==> src/hw/rtl/cma_pkg.sv <==
// cma_pkg: widths, angle constants, cordic control/status types and the
// arctangent table for the circular mean block
// depends on nothing
package cma_pkg;

  localparam int ANGLE_W = 18;   // input angle, signed 1/128 degree
  localparam int MEAN_W  = 16;   // result angle, unsigned 1/128 degree
  localparam int SUM_W   = 28;   // signed Q1.15 sums
  localparam int XY_W    = 48;   // cordic x and y
  localparam int Z_W     = 34;   // cordic angle, 2^-23 degree units
  localparam int IDX_W   = 5;    // step index into the arctangent table
  localparam int STEP_MAX = 24;

  localparam int FULL_TURN    = 46080;
  localparam int HALF_TURN    = 23040;
  localparam int QUARTER_TURN = 11520;
  localparam longint GAIN_Q30 = 652032874;
  localparam longint SUM_MAX  = 134217727;

  localparam int MAX_SAMPLES_DEF  = 1024;
  localparam int CORDIC_STEPS_DEF = 16;

  typedef struct packed {
    logic load;   // start a new run of micro-rotations
    logic vec;    // 1: vectoring (drive y to zero), 0: rotation (drive z to zero)
  } cordic_ctl_t;

  typedef struct packed {
    logic busy;
    logic done;   // one-cycle pulse after the last step
  } cordic_sts_t;

  // atan(2^-i) in units of 2^-23 degree
  function automatic logic signed [Z_W-1:0] atan_lut(input logic [IDX_W-1:0] idx);
    logic signed [Z_W-1:0] v;
    case (idx)
      5'd0:  v = 34'sd377487360;
      5'd1:  v = 34'sd222843801;
      5'd2:  v = 34'sd117744544;
      5'd3:  v = 34'sd59768969;
      5'd4:  v = 34'sd30000467;
      5'd5:  v = 34'sd15014858;
      5'd6:  v = 34'sd7509261;
      5'd7:  v = 34'sd3754860;
      5'd8:  v = 34'sd1877459;
      5'd9:  v = 34'sd938733;
      5'd10: v = 34'sd469367;
      5'd11: v = 34'sd234683;
      5'd12: v = 34'sd117342;
      5'd13: v = 34'sd58671;
      5'd14: v = 34'sd29335;
      5'd15: v = 34'sd14668;
      5'd16: v = 34'sd7334;
      5'd17: v = 34'sd3667;
      5'd18: v = 34'sd1833;
      5'd19: v = 34'sd917;
      5'd20: v = 34'sd458;
      5'd21: v = 34'sd229;
      5'd22: v = 34'sd115;
      5'd23: v = 34'sd57;
      default: v = '0;
    endcase
    return v;
  endfunction

endpackage

==> src/hw/rtl/cma_if.sv <==
// cma_in_if and cma_out_if: valid/ready channels of the circular mean block
// depends on cma_pkg
interface cma_in_if;
  logic                                   valid;
  logic                                   ready;
  logic signed [cma_pkg::ANGLE_W-1:0]     angle_sample;
  logic                                   last_sample;

  modport source (output valid, angle_sample, last_sample, input ready);
  modport sink   (input valid, angle_sample, last_sample, output ready);
endinterface

interface cma_out_if;
  logic                                   valid;
  logic                                   ready;
  logic [cma_pkg::MEAN_W-1:0]             mean_angle;

  modport source (output valid, mean_angle, input ready);
  modport sink   (input valid, mean_angle, output ready);
endinterface

==> src/hw/rtl/circular_mean_angle.sv <==
// circular_mean_angle: top level, sequencer, range reduction, Q1.15 sums
// and result register around one shared cordic unit
// depends on cma_pkg, cma_if (cma_in_if, cma_out_if) and cma_cordic
//
// Circular mean of a run of phase angles in 1/128 degree units. Each sample
// is reduced modulo 360 degrees, turned into cosine and sine (Q1.15) by the
// cordic in rotation mode, and added into two saturating 28-bit sums. A
// sample with last_sample set then runs the same cordic in vectoring mode to
// get atan2 of the sums, rounds to 1/128 degree and wraps into 0..46079;
// the result goes out on out_chan and both sums are cleared (mean is 0 when
// both sums are zero). One sample is processed at a time and in_chan.ready
// is high only between samples. A sample is transferred, goes through range
// reduction and folding, then through the shared cordic unit; a last sample
// adds a setup step, a second run of the cordic and a load of the result
// register. The result register frees the output side: the next run
// starts while a result waits, and only a later result waits on out ready.
module circular_mean_angle #(
  parameter int MAX_SAMPLES  = cma_pkg::MAX_SAMPLES_DEF,
  parameter int CORDIC_STEPS = cma_pkg::CORDIC_STEPS_DEF
) (
  input  logic       clk,
  input  logic       rst_n,
  cma_in_if.sink     in_chan,
  cma_out_if.source  out_chan
);

  localparam int STEPS = (CORDIC_STEPS > cma_pkg::STEP_MAX) ? cma_pkg::STEP_MAX
                                                              : CORDIC_STEPS;
  localparam longint LIM_L = (longint'(MAX_SAMPLES) * 32767 > cma_pkg::SUM_MAX)
                             ? cma_pkg::SUM_MAX : longint'(MAX_SAMPLES) * 32767;
  localparam int AW = cma_pkg::ANGLE_W;
  localparam int SW = cma_pkg::SUM_W;
  localparam int XW = cma_pkg::XY_W;
  localparam int ZW = cma_pkg::Z_W;
  localparam int MW = cma_pkg::MEAN_W;

  localparam logic signed [SW:0]   LIM_POS = (SW+1)'(LIM_L);
  localparam logic signed [SW:0]   LIM_NEG = -(SW+1)'(LIM_L);
  localparam logic signed [XW-1:0] Q15_MAX = XW'(32767);
  localparam logic signed [XW-1:0] Q15_MIN = -XW'(32768);
  localparam logic signed [AW-1:0] A_FULL  = AW'(cma_pkg::FULL_TURN);
  localparam logic signed [AW-1:0] A_HALF  = AW'(cma_pkg::HALF_TURN);
  localparam logic signed [AW-1:0] A_Q1    = AW'(cma_pkg::QUARTER_TURN);
  localparam logic signed [AW-1:0] A_Q3    = AW'(3 * cma_pkg::QUARTER_TURN);

  typedef enum logic [2:0] {
    ST_IDLE,
    ST_REDUCE,
    ST_ROT,
    ST_VSETUP,
    ST_VEC,
    ST_EMIT
  } state_t;

  state_t                 state_r, state_nxt;
  logic signed [AW-1:0]   a_r, a_nxt, af;
  logic                   last_r, last_nxt, flip_r, flip_nxt, fold_flip;
  logic signed [SW-1:0]   cos_sum_r, cos_sum_nxt, sin_sum_r, sin_sum_nxt;
  logic [MW-1:0]          res_r, res_nxt, out_mean_r, out_mean_nxt;
  logic                   out_valid_r, out_valid_nxt;

  // cordic connections
  cma_pkg::cordic_ctl_t   cctl;
  cma_pkg::cordic_sts_t   csts;
  logic signed [XW-1:0]   cx0, cy0, cx, cy;
  logic signed [ZW-1:0]   cz0, cz;

  // post-rotation rounding and accumulation
  logic signed [XW-1:0]   xr, yr;
  logic signed [15:0]     cos_q, sin_q;
  logic signed [SW:0]     cs_add, ss_add, cs_sat, ss_sat;

  // vectoring setup and angle wrap
  logic signed [XW-1:0]   xs_sh, ys_sh;
  logic signed [ZW-1:0]   zr;
  logic signed [AW-1:0]   rr, rw;

  logic                   in_xfer;

  assign in_xfer = in_chan.valid && in_chan.ready;

  cma_cordic #(
    .STEPS (STEPS)
  ) u_cordic (
    .clk   (clk),
    .rst_n (rst_n),
    .ctl   (cctl),
    .x0    (cx0),
    .y0    (cy0),
    .z0    (cz0),
    .x     (cx),
    .y     (cy),
    .z     (cz),
    .sts   (csts)
  );

  always_comb begin
    // fold into -90..90 degrees, remembering a half-turn flip
    af        = a_r;
    fold_flip = 1'b0;
    if (a_r > A_Q1 && a_r < A_Q3) begin
      af        = a_r - A_HALF;
      fold_flip = 1'b1;
    end else if (a_r >= A_Q3) begin
      af = a_r - A_FULL;
    end

    // round half up to Q1.15, undo the flip, saturate
    xr = (cx + XW'(16384)) >>> 15;
    yr = (cy + XW'(16384)) >>> 15;
    if (flip_r) begin
      xr = -xr;
      yr = -yr;
    end
    cos_q = (xr > Q15_MAX) ? 16'sh7fff : ((xr < Q15_MIN) ? 16'sh8000 : xr[15:0]);
    sin_q = (yr > Q15_MAX) ? 16'sh7fff : ((yr < Q15_MIN) ? 16'sh8000 : yr[15:0]);

    cs_add = (SW+1)'(cos_sum_r) + (SW+1)'(cos_q);
    ss_add = (SW+1)'(sin_sum_r) + (SW+1)'(sin_q);
    cs_sat = (cs_add > LIM_POS) ? LIM_POS : ((cs_add < LIM_NEG) ? LIM_NEG : cs_add);
    ss_sat = (ss_add > LIM_POS) ? LIM_POS : ((ss_add < LIM_NEG) ? LIM_NEG : ss_add);

    // sums scaled by 2^16 for the vectoring run
    xs_sh = XW'(cos_sum_r) <<< 16;
    ys_sh = XW'(sin_sum_r) <<< 16;

    // round half up to 1/128 degree, wrap once into 0..359.99 degrees
    zr = (cz + ZW'(32768)) >>> 16;
    rr = zr[AW-1:0];
    rw = rr;
    if (rr < 0) begin
      rw = rr + A_FULL;
    end else if (rr >= A_FULL) begin
      rw = rr - A_FULL;
    end
  end

  always_comb begin
    state_nxt     = state_r;
    a_nxt         = a_r;
    last_nxt      = last_r;
    flip_nxt      = flip_r;
    cos_sum_nxt   = cos_sum_r;
    sin_sum_nxt   = sin_sum_r;
    res_nxt       = res_r;
    out_mean_nxt  = out_mean_r;
    out_valid_nxt = out_valid_r;
    cctl.load     = 1'b0;
    cctl.vec      = 1'b0;
    cx0           = XW'(cma_pkg::GAIN_Q30);
    cy0           = '0;
    cz0           = {af, 16'b0};

    // result taken downstream
    if (out_valid_r && out_chan.ready) begin
      out_valid_nxt = 1'b0;
    end

    case (state_r)
      ST_IDLE: begin
        if (in_xfer) begin
          a_nxt     = in_chan.angle_sample;
          last_nxt  = in_chan.last_sample;
          state_nxt = ST_REDUCE;
        end
      end
      ST_REDUCE: begin
        // one full-turn correction per cycle, then start the rotation
        if (a_r < 0) begin
          a_nxt = a_r + A_FULL;
        end else if (a_r >= A_FULL) begin
          a_nxt = a_r - A_FULL;
        end else begin
          flip_nxt  = fold_flip;
          cctl.load = 1'b1;
          state_nxt = ST_ROT;
        end
      end
      ST_ROT: begin
        if (csts.done) begin
          cos_sum_nxt = cs_sat[SW-1:0];
          sin_sum_nxt = ss_sat[SW-1:0];
          state_nxt   = last_r ? ST_VSETUP : ST_IDLE;
        end
      end
      ST_VSETUP: begin
        if (cos_sum_r == '0 && sin_sum_r == '0) begin
          res_nxt   = '0;
          state_nxt = ST_EMIT;
        end else begin
          // left half plane: mirror through the origin and start at 180 degrees
          cctl.load = 1'b1;
          cctl.vec  = 1'b1;
          if (cos_sum_r < 0) begin
            cx0 = -xs_sh;
            cy0 = -ys_sh;
            cz0 = ZW'(cma_pkg::HALF_TURN * 65536);
          end else begin
            cx0 = xs_sh;
            cy0 = ys_sh;
            cz0 = '0;
          end
          state_nxt = ST_VEC;
        end
      end
      ST_VEC: begin
        if (csts.done) begin
          res_nxt   = rw[MW-1:0];
          state_nxt = ST_EMIT;
        end
      end
      ST_EMIT: begin
        // wait for a free result register, then close the run
        if (!out_valid_r || out_chan.ready) begin
          out_valid_nxt = 1'b1;
          out_mean_nxt  = res_r;
          cos_sum_nxt   = '0;
          sin_sum_nxt   = '0;
          state_nxt     = ST_IDLE;
        end
      end
      default: begin
        state_nxt = ST_IDLE;
      end
    endcase
  end

  always_ff @(posedge clk) begin
    if (!rst_n) begin
      state_r     <= ST_IDLE;
      last_r      <= 1'b0;
      flip_r      <= 1'b0;
      cos_sum_r   <= '0;
      sin_sum_r   <= '0;
      out_valid_r <= 1'b0;
    end else begin
      state_r     <= state_nxt;
      last_r      <= last_nxt;
      flip_r      <= flip_nxt;
      cos_sum_r   <= cos_sum_nxt;
      sin_sum_r   <= sin_sum_nxt;
      out_valid_r <= out_valid_nxt;
    end
    a_r        <= a_nxt;
    res_r      <= res_nxt;
    out_mean_r <= out_mean_nxt;
  end

  assign in_chan.ready       = (state_r == ST_IDLE);
  assign out_chan.valid      = out_valid_r;
  assign out_chan.mean_angle = out_mean_r;

  // no sample taken while the shared unit is still iterating
  a_ready_idle_unit: assert property (@(posedge clk) disable iff (!rst_n)
    in_chan.ready |-> !csts.busy)
    else $error("input ready while cordic busy");

  // a sample transfer always starts a multi-cycle run
  a_xfer_blocks: assert property (@(posedge clk) disable iff (!rst_n)
    in_xfer |=> !in_chan.ready)
    else $error("input ready right after a transfer");

  // a new result only comes out of the emit step
  a_result_source: assert property (@(posedge clk) disable iff (!rst_n)
    $rose(out_valid_r) |-> $past(state_r == ST_EMIT))
    else $error("result raised outside emit");

  // sums stay inside the saturation limit
  a_sum_limit: assert property (@(posedge clk) disable iff (!rst_n)
    ((SW+1)'(cos_sum_r) <= LIM_POS) && ((SW+1)'(cos_sum_r) >= LIM_NEG) &&
    ((SW+1)'(sin_sum_r) <= LIM_POS) && ((SW+1)'(sin_sum_r) >= LIM_NEG))
    else $error("sum beyond limit");

endmodule

==> src/hw/rtl/cma_cordic.sv <==
// cma_cordic: shared cordic micro-rotation unit with its own step counter,
// one step per cycle in rotation or vectoring mode
// depends on cma_pkg
module cma_cordic #(
  parameter int STEPS = cma_pkg::CORDIC_STEPS_DEF
) (
  input  logic                               clk,
  input  logic                               rst_n,
  input  cma_pkg::cordic_ctl_t               ctl,
  input  logic signed [cma_pkg::XY_W-1:0]    x0,
  input  logic signed [cma_pkg::XY_W-1:0]    y0,
  input  logic signed [cma_pkg::Z_W-1:0]     z0,
  output logic signed [cma_pkg::XY_W-1:0]    x,
  output logic signed [cma_pkg::XY_W-1:0]    y,
  output logic signed [cma_pkg::Z_W-1:0]     z,
  output cma_pkg::cordic_sts_t               sts
);

  localparam int CNT_W = $clog2(STEPS);

  logic signed [cma_pkg::XY_W-1:0] x_r, x_nxt, y_r, y_nxt, dx, dy;
  logic signed [cma_pkg::Z_W-1:0]  z_r, z_nxt, da;
  logic [CNT_W-1:0]                cnt_r, cnt_nxt;
  logic                            run_r, run_nxt, done_r, done_nxt, vec_r, vec_nxt, ccw;

  always_comb begin
    dx  = y_r >>> cnt_r;
    dy  = x_r >>> cnt_r;
    da  = cma_pkg::atan_lut(cma_pkg::IDX_W'(cnt_r));
    // rotation turns toward z = 0, vectoring toward y = 0
    ccw = vec_r ? (y_r <= 0) : (z_r >= 0);

    x_nxt    = x_r;
    y_nxt    = y_r;
    z_nxt    = z_r;
    cnt_nxt  = cnt_r;
    run_nxt  = run_r;
    vec_nxt  = vec_r;
    done_nxt = 1'b0;

    if (ctl.load) begin
      x_nxt   = x0;
      y_nxt   = y0;
      z_nxt   = z0;
      cnt_nxt = '0;
      run_nxt = 1'b1;
      vec_nxt = ctl.vec;
    end else if (run_r) begin
      if (ccw) begin
        x_nxt = x_r - dx;
        y_nxt = y_r + dy;
        z_nxt = z_r - da;
      end else begin
        x_nxt = x_r + dx;
        y_nxt = y_r - dy;
        z_nxt = z_r + da;
      end
      if (cnt_r == CNT_W'(STEPS - 1)) begin
        run_nxt  = 1'b0;
        done_nxt = 1'b1;
      end else begin
        cnt_nxt = cnt_r + 1'b1;
      end
    end
  end

  always_ff @(posedge clk) begin
    if (!rst_n) begin
      run_r  <= 1'b0;
      done_r <= 1'b0;
      cnt_r  <= '0;
      vec_r  <= 1'b0;
    end else begin
      run_r  <= run_nxt;
      done_r <= done_nxt;
      cnt_r  <= cnt_nxt;
      vec_r  <= vec_nxt;
    end
    x_r <= x_nxt;
    y_r <= y_nxt;
    z_r <= z_nxt;
  end

  assign x        = x_r;
  assign y        = y_r;
  assign z        = z_r;
  assign sts.busy = run_r;
  assign sts.done = done_r;

endmodule
==> src/flat_wrapper.sv <==
// flat-port wrapper written by rule: the top's interface ports become plain ports
module circular_mean_angle_flat 
#(
  parameter int MAX_SAMPLES  = cma_pkg::MAX_SAMPLES_DEF,
  parameter int CORDIC_STEPS = cma_pkg::CORDIC_STEPS_DEF
)
  (clk, rst_n, in_chan_valid, in_chan_angle_sample, in_chan_last_sample, in_chan_ready, out_chan_valid, out_chan_mean_angle, out_chan_ready);
  cma_in_if in_chan_i ();
  cma_out_if out_chan_i ();
  input  logic clk;
  input  logic rst_n;
  input wire logic [$bits(in_chan_i.valid)-1:0] in_chan_valid;
  input wire logic [$bits(in_chan_i.angle_sample)-1:0] in_chan_angle_sample;
  input wire logic [$bits(in_chan_i.last_sample)-1:0] in_chan_last_sample;
  output wire logic [$bits(in_chan_i.ready)-1:0] in_chan_ready;
  output wire logic [$bits(out_chan_i.valid)-1:0] out_chan_valid;
  output wire logic [$bits(out_chan_i.mean_angle)-1:0] out_chan_mean_angle;
  input wire logic [$bits(out_chan_i.ready)-1:0] out_chan_ready;
  assign in_chan_i.valid = in_chan_valid;
  assign in_chan_i.angle_sample = in_chan_angle_sample;
  assign in_chan_i.last_sample = in_chan_last_sample;
  assign in_chan_ready = in_chan_i.ready;
  assign out_chan_valid = out_chan_i.valid;
  assign out_chan_mean_angle = out_chan_i.mean_angle;
  assign out_chan_i.ready = out_chan_ready;
  circular_mean_angle #(.MAX_SAMPLES(MAX_SAMPLES), .CORDIC_STEPS(CORDIC_STEPS)) u_core (.clk(clk), .rst_n(rst_n), .in_chan(in_chan_i), .out_chan(out_chan_i));
endmodule
==> config.mk <==
export PLATFORM = sky130hd
export DESIGN_NAME = circular_mean_angle_flat
export DESIGN_NICKNAME = d
export VERILOG_FILES = /design/src/hw/rtl/cma_pkg.sv /design/src/hw/rtl/cma_if.sv /design/src/hw/rtl/circular_mean_angle.sv /design/src/hw/rtl/cma_cordic.sv /design/src/flat_wrapper.sv
export SDC_FILE = /design/constraint.sdc
export NUM_CORES = 2
export LEC_CHECK = 0
export BUFFER_PORTS_ARGS = -buffer_cell sky130_fd_sc_hd__buf_2
export CAP_MARGIN = 20
export CORE_MARGIN = 2
export CORE_UTILIZATION = 47
export DETAILED_ROUTE_END_ITERATION = 16
export GPL_TIMING_DRIVEN = 0
export HOLD_SLACK_MARGIN = 0.05
export PLACE_DENSITY = 0.66
export SYNTH_ARGS = -nofsm -noshare
export SYNTH_HDL_FRONTEND = slang
export SYNTH_SLANG_ARGS = --single-unit
==> constraint.sdc <==
create_clock -name clk -period 10.4 [get_ports clk]
set_input_delay 2.08 -clock clk [delete_from_list [all_inputs] [get_ports clk]]
set_output_delay 2.08 -clock clk [all_outputs]
set_load 0.005 [all_outputs]
After elaboration in Yosys (flattened, before gate mapping)
Memory sizes are Yosys's and may differ from the RTL's. A register that Yosys moved wholly into a read port is not among the register bits.
Cells that the tools add are included.
- bits in registers: 249
- bits in read-only memories: 464
- word-level logic and storage cells: 169
- memories kept: 1
- output and inout port bits: 18
- bits of input ports: 23
- bitwise operators: 5
- eq/ne operators: 14
- magnitude comparators: 18
- shifts and indexed selects: 2
- reduce and logical (&&, ||, !) cells: 23
- add/sub/neg operators: 21
- multiplexer cells: 69
- memories (name ; words ; bits a word ; rd ports ; clocked after Yosys merged registers in ; write ports ; line ; RTL):
    (no name shown) ; 16 ; 29 ; 1 ; 1 ; 0 ; cma_pkg.sv:36 ; case (idx)
- operators by type and width (cell ; number):
    two-way mux 48 bit ; 14
    two-way mux 28 bit ; 7
    two-way mux 34 bit ; 5
    two-way mux 16 bit ; 8
    case mux 28 bit (2 select lines) ; 2
    adder 48 x 16 -> 48 bit, second input constant ; 2
    adder 48 bit ; 2
    greater-than comparator 48 x 16 -> 1 bit, second input constant ; 2
    < comparator 48 x 16 -> 1 bit, second input constant ; 2
    negator 33 -> 48 bit ; 2
    negator 44 -> 48 bit ; 2
    >>> shifter 48 x 4 -> 48 bit ; 2
    subtractor 48 bit ; 2
    two-way mux 18 bit ; 5
    adder 28 x 16 -> 29 bit ; 2
    greater-than comparator 29 x 26 -> 1 bit, second input constant ; 2
    < comparator 29 x 26 -> 1 bit, second input constant ; 2
    zero test 28 bit ; 2
    >= comparator 18 x 17 -> 1 bit, second input constant ; 3
    <= comparator 48 x 1 -> 1 bit, second input constant ; 1
    < comparator 18 x 1 -> 1 bit, second input constant ; 2
    case mux 18 bit (2 select lines) ; 1
    adder 34 x 17 -> 34 bit, second input constant ; 1
    adder 34 bit ; 1
    other kinds (37) ; 78

Longest topological paths before layout
- depth in word-level cells: 12
- depth in mapped cells: 33
- mapped depth without buffers: 29

Modules after synthesis
A second synthesis with hierarchy kept.
- cell total of the unflattened synthesis: 4618
- area total of the unflattened synthesis: 36700.2 µm²
- by module, submodules not included (module ; sequential area each (µm²) ; cells each ; instances ; area each (µm²)):
    cma_cordic ; 4624.4 ; 2552 ; 1 ; 21714.6
    circular_mean_angle ; 2742.6 ; 2066 ; 1 ; 14985.6

Worst setup path before layout
Ideal clock, no wire load.
- kind: register to register
- start: reg u_core.u_cordic.x_r (netlist bit u_core.u_cordic.x[14])
- end: reg u_core.cos_sum_r[12]
- library setup time: 0.122 ns
- clock period less this slack: 7.707 ns
- slack: 2.693 ns
- data required time: 10.278 ns
- stages on the path, launching flop included: 29
- path buffers: 3
- arrival time: 7.585 ns
- path through: edfxtp_1 ha_1 clkbuf_2 or4_1 a311oi_2 o211ai_1 or2_1 o31ai_1 xor2_1 o2111ai_1 or4_1 a2111o_1 o31ai_2 buf_4 a21oi_1 fa_1 a21o_1 a21oi_1 o21ai_0 a21boi_1 mux2_2 a211oi_1 nand3_1 nand4bb_1 or4_1 and3_1 or2_0 clkbuf_1 a221o_1
- word-level cells in the longest chain between the ends: 12
- elaborated cells between the ends (all ways): 14
- those cells by class: 3 x add/sub; 4 x order compare; 7 x mux
- RTL lines (element ; line ; RTL):
    from (decl) ; cma_cordic.sv:21 ; logic signed [cma_pkg::XY_W-1:0] x_r, x_nxt, y_r, y_nxt, dx, dy;
    from (signal assigned) ; cma_cordic.sv:79 ; x_r <= x_nxt;
    adder 48 x 16 -> 48 bit (*) ; circular_mean_angle.sv:109 ; xr = (cx + XW'(16384)) >>> 15;
    negator 33 -> 48 bit ; circular_mean_angle.sv:112 ; xr = -xr;
    two-way mux 48 bit (*) ; circular_mean_angle.sv:111 ; if (flip_r) begin
    < comparator 48 x 16 -> 1 bit ; circular_mean_angle.sv:115 ; cos_q = (xr > Q15_MAX) ? 16'sh7fff : ((xr < Q15_MIN) ? 16'sh8000 : xr[15:0]);
    two-way mux 16 bit ; circular_mean_angle.sv:115 ;
    two-way mux 16 bit (*) ; circular_mean_angle.sv:115 ;
    adder 28 x 16 -> 29 bit (*) ; circular_mean_angle.sv:118 ; cs_add = (SW+1)'(cos_sum_r) + (SW+1)'(cos_q);
    < comparator 29 x 26 -> 1 bit ; circular_mean_angle.sv:120 ; cs_sat = (cs_add > LIM_POS) ? LIM_POS : ((cs_add < LIM_NEG) ? LIM_NEG : cs_add);
    two-way mux 28 bit ; circular_mean_angle.sv:120 ;
    two-way mux 28 bit (*) ; circular_mean_angle.sv:120 ;
    two-way mux 28 bit (*) ; circular_mean_angle.sv:180 ; if (csts.done) begin
    case mux 28 bit (2 select lines) (*) ; circular_mean_angle.sv:159 ; case (state_r)
    to (signal assigned) ; circular_mean_angle.sv:240 ; cos_sum_r <= cos_sum_nxt;
    to (decl) ; circular_mean_angle.sv:58 ; logic signed [SW-1:0] cos_sum_r, cos_sum_nxt, sin_sum_r, sin_sum_nxt;
Mark *: on every way between the ends. The rest lies on a longest branch, timed or not. The select of a mux whose other input is x is not followed.
A chain may end at the register's enable or synchronous reset.

Worst setup path in the final report
- start: reg u_core.flip_r
- end: reg u_core.sin_sum_r[3]
- word-level cells in the longest chain between the ends: 10
- elaborated cells between the ends (all ways): 12
- those cells by class: 1 x add/sub; 4 x order compare; 7 x mux
- RTL lines (element ; line ; RTL):
    from (decl) ; circular_mean_angle.sv:57 ; logic last_r, last_nxt, flip_r, flip_nxt, fold_flip;
    from (signal assigned) ; circular_mean_angle.sv:239 ; flip_r <= flip_nxt;
    two-way mux 48 bit (*) ; circular_mean_angle.sv:111 ;
    < comparator 48 x 16 -> 1 bit ; circular_mean_angle.sv:116 ; sin_q = (yr > Q15_MAX) ? 16'sh7fff : ((yr < Q15_MIN) ? 16'sh8000 : yr[15:0]);
    two-way mux 16 bit ; circular_mean_angle.sv:116 ;
    two-way mux 16 bit (*) ; circular_mean_angle.sv:116 ;
    adder 28 x 16 -> 29 bit (*) ; circular_mean_angle.sv:119 ; ss_add = (SW+1)'(sin_sum_r) + (SW+1)'(sin_q);
    < comparator 29 x 26 -> 1 bit ; circular_mean_angle.sv:121 ; ss_sat = (ss_add > LIM_POS) ? LIM_POS : ((ss_add < LIM_NEG) ? LIM_NEG : ss_add);
    two-way mux 28 bit ; circular_mean_angle.sv:121 ;
    two-way mux 28 bit (*) ; circular_mean_angle.sv:121 ;
    two-way mux 28 bit (*) ; circular_mean_angle.sv:180 ;
    case mux 28 bit (2 select lines) (*) ; circular_mean_angle.sv:159 ;
    to (signal assigned) ; circular_mean_angle.sv:241 ; sin_sum_r <= sin_sum_nxt;
    to (decl) ; circular_mean_angle.sv:58 ;
Marked as above.

==> PnR_summary.wiki <==
{| class="wikitable"
! Metric !! Value
|-
| Run status || finished, final reports clean
|-
| Worst-path cell chain || clkbuf_1 -> buf_1 -> clkbuf_1 -> clkbuf_1 -> clkbuf_1 -> clkbuf_2 -> clkbuf_1 -> nand2_1 -> xnor2_1 -> o21ai_1 -> ha_1 -> o21ai_0 -> o21bai_1 -> nand2_1 -> a2111oi_0 -> nor3_1 -> or3_1 -> a2111oi_0 -> nand4b_1 -> a41oi_1 -> nor2_1 -> and2_1 -> clkbuf_1 -> a22o_1
|-
| Ratio of routed vias to standard cells || 6.36
|-
| Footprint of the multi-input gates || 25,000 µm²
|-
| Wire per inst || 23.1 µm
|-
| Cts bufs inserted || 36
|-
| CTS tree || yes
|-
| Number of synthesized flops with an enable pin || 180
|-
| Area growth, synth to finish || 8.43%
|-
| Number of clock sinks || 278
|-
| Routability cong. || 1.00
|-
| Total placed cells including tap cells || 5,049
|-
| Number of synthesized register bits || 278
|-
| Hold Vio Cnt, Final || 0
|-
| Kind of critical path || flop to flop
|-
| Type of the worst min-delay path || flop to flop
|-
| Number of placement rows || 98
|-
| Synth Cell Area || 33,800 µm²
|-
| Area taken by flip-flops and latches || 7370 µm²
|-
| Largest delay share family, worst path || buffers and inverters
|-
| Initial Utilization || 47.4%
|-
| Largest net degree at the start of global routing || 62
|-
| Kind of end point of the critical path || flop
|-
| Number of nets at the end of the flow || 4,381
|-
| Chip Height || 272 µm
|-
| RSZ-0062 raised after global routing || false
|-
| Final Routed Wirelength || 118,000 µm
|-
| Crit path max-delay cell type || a2111oi_0
|-
| Max-cap violation count || 0
|-
| Highest net fanout along the worst path || 10
|-
| Tcrit/Tclk final || 96.7%
|-
| Number of global-route vias before repair || 30,157
|-
| Final-layout fill cell count || 6,798
|-
| Vias || 32,559
|-
| Max transition margin || 24.3%
|-
| Sum of internal, switching and leakage power || 7.59 mW
|-
| Number of setup violations in the final report || 0
|-
| Length in cells of the worst reg-to-reg path || 24
|-
| Ys async rst share || 0%
|-
| Hold path endpoint || u_core.out_chan.mean_angle[15]$_DFFE_PP_
|-
| # hold bufs at CTS || 0
|-
| Total Neg Setup Slack || 0 ps
|-
| Mean instance size in the synthesized netlist || 8.34 µm²
|-
| Worst-skew pair later-pin latency || 580 ps
|-
| Buffers and inverters on the worst path || 8
|-
| Starting DRT DRC Count || 3,410
|-
| Number of antenna violations at the first check in global routing || 4
|-
| Destination of the worst register-to-register timing path || u_core.sin_sum_r[3]$_SDFFE_PN0P_
|-
| Proportion of synthesized chip area in sequential cells || 21.8%
|-
| Total track usage || 31.0%
|-
| Die Footprint || 74,000 µm²
|-
| Share of final-layout standard cells stronger than drive strength 1 || 9.86%
|-
| Most frequent cells in the layout || nand2_1 (357), a21oi_1 (297), nor2_1 (295)
|-
| Hold wc startpoint || u_core.res_r[15]$_SDFFCE_PN0P_
|-
| GR Overflow Total || 0
|-
| Leakage power || 13.8 nW
|-
| Crit path required time || 10,870 ps
|-
| Number of ports placed on the die boundary || 41
|-
| Horizontal die dimension || 272 µm
|-
| Most used cell, CP || clkbuf_1
|-
| Worst-path clk slew || 60 ps
|-
| Most frequent standard cell in the layout excluding fill and tap cells || nand2_1
|-
| Post-synth top flop || edfxtp_1
|-
| Depth of the worst hold-timing path || 0
|-
| Net Count, Synth || 4,290
|-
| First-pass detailed-route iteration total || 6
|-
| Worst-Margin Slew || 1100 ps
|-
| Worst supply voltage drop on vdd || 0.000143 V
|-
| Wire length of the first global-routing pass || 180,000 µm
|-
| Gate count of the mapped netlist || 4,048
|-
| Clk buf depth || 3
|-
| Total power per unit cell area || 207 nW/µm²
|-
| Start of the worst register-to-register path || u_core.flip_r$_SDFFE_PN0P_
|-
| Warnings, synthesis || 0
|-
| Placed wire-length estimate after detailed placement || 94,500 µm
|-
| Non-filler cells, final || 5,120
|-
| Kind of launch point of the worst setup path || flop
|-
| Reg2reg setup slack || 350 ps
|-
| Clock Skews || 35.4 ps
|-
| Final-report max-slew violation count || 0
|-
| Core ar. || 71,200 µm²
|-
| Synth cell types || 101
|-
| Number of design rule violations left after detail routing || 0
|-
| Final period demand of the worst path || 10,050 ps
|-
| Arrival time worst endpoint || 10,520 ps
|-
| Maximum achievable frequency || 0.0995 GHz
|-
| Worst stage delay on the critical path || 910 ps
|-
| Count of buffers from port buffering || 40
|-
| CTS H-tree depth || 2
|-
| Root Buffer Master || clkbuf_16
|-
| Antenna viol nets, final || 0
|}
==> flip-flops by register name (all words and copies together), names as in the netlist <==
register and count:
u_core.cos_sum_r 28, u_core.flip_r 1, u_core.u_cordic.da 29, u_core.u_cordic.cnt_r 4, u_core.out_chan.valid 1, u_core.u_cordic.vec_r 1, u_core.sin_sum_r 28, u_core.u_cordic.y 48
u_core.u_cordic.run_r 1, u_core.u_cordic.z 34, u_core.state_r 3, u_core.out_chan.mean_angle 16, u_core.res_r 16, u_core.last_r 1, u_core.u_cordic.done_r 1, u_core.a_r 18
u_core.u_cordic.x 48
==> power by group <==
group	total [mW]	internal (mW)	switching, mW	leakage, nW
clock	1.32	0.783	0.539	0.605
combinational	4.59	1.85	2.73	10.8
sequential	1.68	1.50	0.175	2.44
total	7.59	4.14	3.45	13.8
==> metal layers <==
metal  global-route usage [%]  wire (µm)  up-vias
li1                         -          -    15308
met1                     40.5      49100    15637
met2                     49.9      53300     1327
met3                     4.50       8980      283
met4                     16.3       7090        4
met5                        0         63        -
==> cell type report <==
class | instances | share of cell area, %
Multi-Input combinational cell | 3433 | 68.4
Tap cell | 950 | 3.25
Sequential cell | 278 | 20.1
Antenna cell | 3 | 0.0205
Clock inverter | 21 | 0.670
Clock buffer | 45 | 2.70
Timing Repair Buffer | 53 | 1.06
Buffer | 228 | 2.67
Inverter | 109 | 1.12
==> logic make-up (layout without fill, tap and decap cells) <==
kind of cell    after synthesis  count (layout)  synth area share (%)
other cells                   0               3                     0
buf+inv                     337             456                  4.10
fa+ha+maj                   219             219                  8.23
mux                         254             254                  11.9
compound gates             1124            1124                  21.2
flops                       278             278                  21.8
simple gates               1338            1338                  19.8
xor+xnor                    498             498                  12.9
==> Yosys cell counts (98+ instances only) <==
cell / number / area (µm²)
xor2_1: 222 / 1940
a21o_1: 101 / 758
nand2_1: 357 / 1340
ha_1: 214 / 2680
a21oi_1: 297 / 1490
o21ai_0: 254 / 1270
nor2_1: 296 / 1110
inv_1: 104 / 390
mux4_2: 113 / 2540
xnor2_1: 276 / 2420
dfxtp_1: 98 / 1960
clkbuf_1: 155 / 582
nand3_1: 128 / 641
edfxtp_1: 180 / 5410
==> per-stage QoR <==
step / area (µm²) / hold slack, ps / setup WS [ps] / util, %
6_report: 36600 / 420 / 346 / 51.4
5_1_grt: 36600 / 430 / 104 / 51.4
4_1_cts: 36600 / 421 / 319 / 51.3
3_5_place_dp: 35300 / 408 / 394 / 49.6
3_3_place_gp: 35100 / 402 / -234 / 49.3
2_1_floorplan: 33800 / 400 / 2690 / -
==> worst max path at each step <==
stage	from	end	depth (start not counted)	slack (ps)
after CTS	u_core.flip_r$_SDFFE_PN0P_	u_core.sin_sum_r[3]$_SDFFE_PN0P_	24	320
after global routing	u_core.flip_r$_SDFFE_PN0P_	u_core.cos_sum_r[2]$_SDFFE_PN0P_	25	100
after global placement	u_core.sin_sum_r[6]$_SDFFE_PN0P_	u_core.u_cordic.x[45]$_DFFE_PP_	8	-230
after floorplan	u_core.u_cordic.x[14]$_SDFFCE_PP0P_	u_core.cos_sum_r[12]$_SDFFE_PN0P_	28	2690
final	u_core.flip_r$_SDFFE_PN0P_	u_core.sin_sum_r[3]$_SDFFE_PN0P_	24	350
after detailed placement	u_core.flip_r$_SDFFE_PN0P_	u_core.sin_sum_r[3]$_SDFFE_PN0P_	24	390
==> timing repair <==
item	4_1_cts	5_1_grt
setup buffers	0	0
resized for setup	0	2
setup endpoints to repair	0	22
(Power assumes the default switching activity.)
